File: src/hw/rtl/pfba_pkg.sv
// Shared constants, codes and control types of the page frame bitmap allocator.
`default_nettype none

package pfba_pkg;

   // Default geometry of the bitmap and of one page.
   localparam int unsigned BITMAP_WORDS_DEF = 1024;
   localparam int unsigned PAGE_SHIFT_DEF   = 12;

   // Fixed address map.
   localparam logic [31:0] PAGE_BASE = 32'h0010_0000;
   localparam logic [31:0] ALL_USED  = 32'hFFFF_FFFF;

   // Field widths.
   localparam int unsigned FUNC_W   = 2;
   localparam int unsigned ADDR_W   = 32;
   localparam int unsigned STATUS_W = 2;
   localparam int unsigned PAGE_W   = 16;
   localparam int unsigned BIT_W    = 5;
   localparam int unsigned WORD_W   = 32;

   // Item kinds.
   localparam logic [FUNC_W-1:0] FN_MARK_USED  = 2'd0;
   localparam logic [FUNC_W-1:0] FN_MARK_FREE  = 2'd1;
   localparam logic [FUNC_W-1:0] FN_MARK_RANGE = 2'd2;
   localparam logic [FUNC_W-1:0] FN_ALLOC      = 2'd3;

   // Result status codes.
   localparam logic [STATUS_W-1:0] STS_OK    = 2'd0;
   localparam logic [STATUS_W-1:0] STS_ALIGN = 2'd1;
   localparam logic [STATUS_W-1:0] STS_RANGE = 2'd2;
   localparam logic [STATUS_W-1:0] STS_FULL  = 2'd3;

   // Commands from the controller to the datapath.
   typedef struct packed {
      logic clear;
      logic load;
      logic check;
      logic walk;
      logic rsp_load;
   } pfba_cmd_type;

   // Status from the datapath to the controller.
   typedef struct packed {
      logic clear_last;
      logic need_walk;
      logic walk_done;
   } pfba_stat_type;

endpackage

`default_nettype wire

File: src/hw/rtl/pfba_ctrl.sv
// Controller state machine: clearing sweep, item intake, check, walk and result hand-off.
`default_nettype none

module pfba_ctrl
   import pfba_pkg::*;
(
   input  wire logic          clock,
   input  wire logic          reset,
   input  wire logic          req_tvalid,
   output logic               req_tready,
   output logic               rsp_tvalid,
   input  wire logic          rsp_tready,
   input  wire pfba_stat_type stat,
   output pfba_cmd_type       cmd
);

   localparam logic [2:0] ST_CLEAR = 3'd0;
   localparam logic [2:0] ST_IDLE  = 3'd1;
   localparam logic [2:0] ST_CHECK = 3'd2;
   localparam logic [2:0] ST_WALK  = 3'd3;
   localparam logic [2:0] ST_DONE  = 3'd4;

   logic [2:0] state_ff, state_in;
   logic       rsp_valid_ff, rsp_valid_in;
   logic       slot_free;

   assign slot_free = !rsp_valid_ff || rsp_tready;

   always_comb begin
      state_in     = state_ff;
      cmd          = '0;
      rsp_valid_in = rsp_valid_ff && !rsp_tready;
      unique case (state_ff)
         ST_CLEAR: begin
            cmd.clear = 1'b1;
            if (stat.clear_last) begin
               state_in = ST_IDLE;
            end
         end
         ST_IDLE: begin
            if (req_tvalid) begin
               cmd.load = 1'b1;
               state_in = ST_CHECK;
            end
         end
         ST_CHECK: begin
            cmd.check = 1'b1;
            state_in  = stat.need_walk ? ST_WALK : ST_DONE;
         end
         ST_WALK: begin
            cmd.walk = 1'b1;
            if (stat.walk_done) begin
               state_in = ST_DONE;
            end
         end
         ST_DONE: begin
            if (slot_free) begin
               cmd.rsp_load = 1'b1;
               rsp_valid_in = 1'b1;
               state_in     = ST_IDLE;
            end
         end
         default: begin
            state_in = ST_CLEAR;
         end
      endcase
   end

   always_ff @(posedge clock) begin
      if (reset) begin
         state_ff     <= ST_CLEAR;
         rsp_valid_ff <= 1'b0;
      end else begin
         state_ff     <= state_in;
         rsp_valid_ff <= rsp_valid_in;
      end
   end

   assign req_tready = (state_ff == ST_IDLE);
   assign rsp_tvalid = rsp_valid_ff;

   a_accept_check: assert property (@(posedge clock) disable iff (reset)
      (req_tvalid && req_tready) |=> (state_ff == ST_CHECK))
      else $error("accepted word did not move to the check step");

   a_rsp_from_done: assert property (@(posedge clock) disable iff (reset)
      $rose(rsp_tvalid) |-> ($past(state_ff) == ST_DONE))
      else $error("result raised outside the done step");

   a_no_rsp_clear: assert property (@(posedge clock) disable iff (reset)
      (state_ff == ST_CLEAR) |-> !rsp_valid_ff)
      else $error("result pending during bitmap clearing");

endmodule

`default_nettype wire

File: config.mk
export PLATFORM = sky130hd
export DESIGN_NAME = pfba_ctrl
export DESIGN_NICKNAME = d
export VERILOG_FILES = /design/src/hw/rtl/pfba_pkg.sv /design/src/hw/rtl/pfba_ctrl.sv
export SDC_FILE = /design/constraint.sdc
export NUM_CORES = 1
export LEC_CHECK = 0
export ABC_AREA = 1
export BUFFER_PORTS_ARGS = -buffer_cell sky130_fd_sc_hd__buf_2
export CAP_MARGIN = 20
export CORE_AREA = 2 2 39 41
export CTS_CLUSTER_SIZE = 40
export DETAILED_ROUTE_END_ITERATION = 12
export DIE_AREA = 0 0 41 43
export SYNTH_ARGS = -nofsm -noshare
export SYNTH_HDL_FRONTEND = slang
export SYNTH_SLANG_ARGS = --single-unit
File: constraint.sdc
create_clock -name clock -period 1.1 [get_ports clock]
set_clock_uncertainty 0.1 [all_clocks]
set_input_delay 0.055 -clock clock [delete_from_list [all_inputs] [get_ports clock]]
set_output_delay 0.055 -clock clock [all_outputs]
set_load 0.02 [all_outputs]
==> reports/summary.txt, run 1 <==
Largest net degree at the start of global routing: 7
Synthesis-to-finish area growth: 103%
Main synth FF type: dfxtp_1
Die area: 1760 µm²
Final period utilization: 1.15
Yosys top cell area share: 0.256
RSZ-0062 raised after global routing: yes
Setup TNS Final: -0.802 ns
Post-synth EDFFs: 0
Number of port buffers: 13
Synth Area per Inst: 5.90 µm²
Finished Layout Cells: 94
Fin. Hold Viols: 0
Hold Crit Class: in -> reg
Max Used Layer: met4
Setup ws final: -0.162 ns
Worst Hold Path EP: rsp_tvalid
Final GP Congestion: 0.720
Actual slew at the worst max-slew pin: 0.195 ns
Final min period: 1.26 ns
Synth cell count leaders: inv_1, nor2_1, nand2_1
Post-Syn Instances: 53
Met3 WL: 37 µm
Die W: 41 µm
Critical path capture point type: output pin
Placed Cells: 89
Pwr Density: 2850 nW/µm²
# DRC: 0
Async SR Flop Fraction: 0
Clock Tree Buf Depth: 2
Final antenna-violating net count: 0
Worst skew pair latency: 0.23 ns
Root Driver: clkbuf_4
Drt pass-1 iters: 4
Min-delay src: rsp_tready
H-tree Lvls: 1
DP HPWL: 649 µm
# IOs: 14
WHS Path Cells: 4
Arr. time, crit path: 1.11 ns
Routed wl met2: 591 µm
Final net count: 87
Post-synthesis sequential area ratio: 0.256
Required @ worst endpoint: 0.94 ns
TritonCTS Buffers: 3
Outcome: finished with violations
Max Cap Viol: 0
CTS Sinks: 4
Synthesis-stage register bit count: 4
Setup CP Type: reg -> out
Slowest-stage cell, CP: dfxtp_4
Highest Clock Rate: 793 MHz
R2R depth: 8
Initial DRC count: 2
First-pass GRT wire length: 1400 µm
DR vias: 400
Final wirelength: 963 µm
Max-slew headroom: 0.870
Worst reg2reg setup slack: -0.10 ns
Vias in the first global route: 369
Total grt overflow: 0
CTS clk-pin slew, worst paths: 0.03 ns
Leak: 0.000323 µW
CP Max Fanout: 5
Setup violators final: 8
WL/cell: 10.2 µm
Final hold slack: 0.0553 ns
Floorplan row count: 14
Global-route usage over all layers: 0.124
Layout cell share with drive strength beyond 1: 0.705
Synth cell types: 14
Via/cell ratio: 4.26
Critical Path Max Stage Delay: 0.36 ns
Failing checks: setup timing
Wire length on met1: 325 µm
Top post-synthesis cells by area: dfxtp_1, inv_1, nor2_1, nand2_1, nand3_1
Core ar.: 1380 µm²
CTS tree: done
Post-Syn Nets: 60
N_diodes: 0
Crit path cell chain: nor2_4 > nand2_2 > nor2_1 > buf_4
Worst VDD drop: 0.900 mV
Syn Std Cell Area: 313 µm²
Yosys top cell by area: dfxtp_1
Initial antenna violation count: 0
Slew Viols, Final: 0
Die height: 43 µm
RR Startpoint: state_ff[0]
Initial Utilization: 0.226
Synthesis Warnings: 0
FF-to-FF End: state_ff[1]
Critical path launch point type: flip-flop
-- worst max-delay path: cells and delay by family, from the launching register on --
family / cells / cell delay, ns
and+or+nand+nor: 3 / 0.37
DFF: 1 / 0.36
buffers and inverters: 1 / 0.14
-- power breakdown --
part           internal, µW  leakage (µW)  switching (µW)  total, µW
registers               235     0.0000353             105        340
clock network           122     0.0000138            52.8        174
logic                   602      0.000274             689       1290
-- state kept, by name, summed over array words and instances (netlist names) --
register,count
rsp_tvalid,1
state_ff,3
-- layout make-up --
class,count,area [µm²]
Clock buffer,3,22.5
Multi-Input combinational cell,37,265
Timing Repair Buffer,23,188
Sequential cell,4,92.6
Fill cell,147,749
Tap cell,16,20.0
Inverter,11,46.3
-- routing by layer --
layer,global-route usage,vias up
met3,0.0314,2
met5,0,-
met2,0.219,10
li1,-,212
met1,0.106,176
met4,0.100,0
-- worst max-delay path by stage --
stage                           start          end  slack, ns  cells after the start
after floorplan           state_ff[0]  state_ff[2]      -0.01                      6
after global placement    state_ff[0]  state_ff[1]      -0.15                      6
after detailed placement  state_ff[0]  state_ff[1]      -0.15                      6
after CTS                 state_ff[1]       cmd[0]      -0.15                      4
after global routing      state_ff[0]       cmd[0]      -0.21                      4
final                     state_ff[0]       cmd[0]      -0.16                      4
-- through the flow --
stage	worst slack, ns	total power, µW	utilization	cell area [µm²]
floorplan	-0.0139	903	-	340
global placement	-0.146	1220	0.345	478
detailed placement	-0.150	1210	0.345	478
CTS	-0.149	1730	0.440	609
global route	-0.208	1940	0.458	634
finish	-0.162	1800	0.458	634
-- timing repair --
action	in CTS	in global routing
endpoints found under the hold margin	1	0
pin swaps	6	6
endpoints found under the setup margin	10	10
setup buffers	2	0
resized for setup	28	9
hold buffers	1	0
-- layout by cell type, fill, tap and decap left out, drive strengths merged --
cell | synthesis | routed
a21oi | 3 | 3
buf | 1 | 22
clkbuf | 0 | 3
dfxtp | 4 | 4
dlygate4sd3 | 0 | 1
inv | 11 | 11
nand2 | 11 | 11
nand3 | 7 | 7
nand3b | 1 | 1
nor2 | 13 | 13
nor3 | 2 | 2
-- cells by family after synthesis --
logic type	synth area share
AND/OR/NAND/NOR	0.540
buffers and inverters	0.156
flip-flops	0.256
AO/OA/AOI/OAI	0.0480
Power figures use the tool's default switching activity.
==> run 2, diff against run 1 <==
- CTS_BUF_LIST: default -> sky130_fd_sc_hd__clkbuf_8
==> run 2 against run 1 <==
  * The run still ends with setup timing left
  * Register-to-register slack about the same
  * Worst setup slack improved by 0.034 ns
  * Flip-flop and latch count unchanged
  * First-iteration DRC count decreased by 50%
  * Critical endpoint unchanged
==> reports/summary.txt, run 2 (synthesis results as in run 1) <==
Global-route usage over all layers: 0.123 (-0.00100)
Max-slew headroom: 0.871 (+0.00141)
Worst VDD drop: 0.940 mV (+4.4%)
Most frequent cells in the layout: buf_4, nand2_1, inv_1, buf_2, buf_6
TritonCTS Buffers: 3 (unchanged)
Required @ worst endpoint: 0.94 ns (about the same)
Highest Clock Rate: 815 MHz (+2.8%)
Setup CP Type: reg -> out
Leak: 0.000327 µW (+1.3%)
Initial DRC count: 1 (-1)
Setup violators final: 8 (unchanged)
Met3 usage: 0.0314 (unchanged)
FILL cells: 148 (+0.68%)
Die W: 41 µm (unchanged)
Clk pwr share: 0.167 (+0.070)
# IOs: 14 (unchanged)
RR Startpoint: state_ff[1]
Layout cell share with drive strength beyond 1: 0.654 (-0.0513)
Slowest-stage cell, CP: dfxtp_4
Hold Crit Class: in -> reg
RSZ-0062 raised after global routing: yes
Final period utilization: 1.12 (-0.0313)
CP delay by family, top: simple AND/OR/NAND/NOR gates
Leading cell type in the layout, fill and taps excluded: buf_4
CP Max Fanout: 5 (unchanged)
Switching pwr: 795 µW (-6.1%)
First-pass GRT wire length: 1400 µm (unchanged)
WL/cell: 9.41 µm (-8.1%)
Largest register FFs: 3 (unchanged)
Critical Path Max Stage Delay: 0.35 ns (about the same)
Slew Viols, Final: 0 (unchanged)
Floorplan row count: 14 (unchanged)
FF-to-FF End: state_ff[1]
Setup ws final: -0.127 ns (+0.0344 ns)
GR peak layer: met2
Final Total Pwr: 1820 µW (+0.83%)
Max Cap Viol: 0 (unchanged)
Total grt overflow: 0 (unchanged)
H-tree Lvls: 1 (unchanged)
Core ar.: 1380 µm² (unchanged)
Final net count: 87 (unchanged)
Failing checks: setup timing
DP HPWL: 649 µm (unchanged)
Synthesis-to-finish area growth: 100%
N_diodes: 0 (unchanged)
Arr. time, crit path: 1.07 ns (-0.04 ns)
Grt met1 use: 0.119 (+0.0129)
Final GP Congestion: 0.720 (unchanged)
Final wirelength: 885 µm (-8.1%)
# DRC: 0 (unchanged)
Fin. Hold Viols: 0 (unchanged)
Drt pass-1 iters: 2 (-2)
Outcome: finished with violations
Vias in the first global route: 382 (+3.5%)
DR vias: 396 (-1.0%)
Initial antenna violation count: 0 (unchanged)
Largest Register: state_ff
Crit path cell chain: nor2_4 > nand2_2 > nor2_1 > buf_4
Pwr Density: 2900 nW/µm² (+2.0%)
Die area: 1760 µm² (unchanged)
Placed Cells: 89 (unchanged)
Via/cell ratio: 4.21 (-1.0%)
Critical path launch point type: flip-flop
Comb power frac: 0.647 (-0.068)
Actual slew at the worst max-slew pin: 0.193 ns (-0.00211 ns)
Root Driver: clkbuf_8
Worst Hold Path EP: rsp_tvalid
CTS clk-pin slew, worst paths: 0.03 ns (about the same)
Finished Layout Cells: 94 (unchanged)
Number of port buffers: 13 (unchanged)
Critical path capture point type: output pin
CTS Sinks: 4 (unchanged)
Sequential Power Share: 0.186 (-0.002)
CTS tree: done
Die height: 43 µm (unchanged)
Final antenna-violating net count: 0 (unchanged)
Switch share: 0.437 (-0.0324)
R2R depth: 7 (-1)
Worst reg2reg setup slack: -0.09 ns (about the same)
Largest net degree at the start of global routing: 7 (unchanged)
WHS Path Cells: 4 (unchanged)
Grt met2 use: 0.203 (-0.0156)
Worst skew pair latency: 0.22 ns (about the same)
Setup slack at placement: -0.150 ns (unchanged)
Initial Utilization: 0.226 (unchanged)
Final min period: 1.23 ns (-0.0344 ns)
Min-delay src: rsp_tready
Buf+Inv Stages, Crit Path: 1 (unchanged)
Pint: 1020 µW (+7.0%)
Clock Tree Buf Depth: 2 (unchanged)
## run 2: cell count changes in the layout (fill, tap and decap cells not counted), moves of 2 or more
cell / change
inv_2: -2
nand2_2: +2
nor2_2: -2
nand2_4: -2
inv_1: +2
nor2_1: +2
clkbuf_8: +3
clkbuf_4: -3
## run 2: what timing repair did
item / CTS / global route
resized for setup: 22 / 7
hold buffers: 1 / 0
pin swaps: 4 / 4
endpoints found under the hold margin: 1 / 0
setup endpoints to repair: 10 / 10
setup buffers: 2 / 0
## run 2: through the flow
| stage | setup TNS (ns) | hold slack (ns) | cell area (µm²) | utilization |
|---|---|---|---|---|
| floorplan | -0.0277 | 0.0167 | 340 | - |
| global placement | -0.432 | 0.122 | 478 | 0.345 |
| detailed placement | -0.436 | 0.125 | 478 | 0.345 |
| CTS | -0.849 | 0.0611 | 611 | 0.441 |
| global route | -1.24 | 0.0989 | 627 | 0.453 |
| finish | -0.720 | 0.0701 | 627 | 0.453 |
## run 2: routing by layer
layer | part of all wire | up-vias | wire length [µm]
li1 | - | 215 | -
met1 | 0.35 | 167 | 313
met2 | 0.57 | 10 | 507
met5 | 0 | - | 0
met4 | 0.026 | 0 | 23
met3 | 0.044 | 4 | 39
## run 2: how the worst max path moves through the flow
| stage | from | endpoint | slack [ns] | cells past startpoint |
|---|---|---|---|---|
| 2_1_floorplan | state_ff[0] | state_ff[2] | -0.01 | 6 |
| 3_3_place_gp | state_ff[0] | state_ff[1] | -0.15 | 6 |
| 3_5_place_dp | state_ff[0] | state_ff[1] | -0.15 | 6 |
| 4_1_cts | state_ff[1] | cmd[0] | -0.13 | 4 |
| 5_1_grt | state_ff[1] | state_ff[1] | -0.19 | 7 |
| 6_report | state_ff[1] | cmd[0] | -0.13 | 4 |
## run 2: area by class of cell
type	count	area (µm²)	share of cell area
timing repair buffer	23	184	0.293
inverter	11	46.3	0.0739
tap	16	20.0	0.0319
clock buffer	3	41.3	0.0659
multi-input combinational	37	243	0.387
sequential	4	92.6	0.148
## run 2: power by group through the flow
stage / clock (µW) / sequential [µW] / combinational [µW]
finish: 304 / 338 / 1180
CTS: 314 / 322 / 1140
detailed placement: 0 / 300 / 915
global placement: 0 / 296 / 920
global route: 323 / 352 / 1280
floorplan: 0 / 291 / 612
## run 2: worst register-to-register path: cells and delay by family, from the launching register on
kind / cells / cell delay [ns]
AND/OR/NAND/NOR: 7 / 0.68
flip-flops: 1 / 0.35
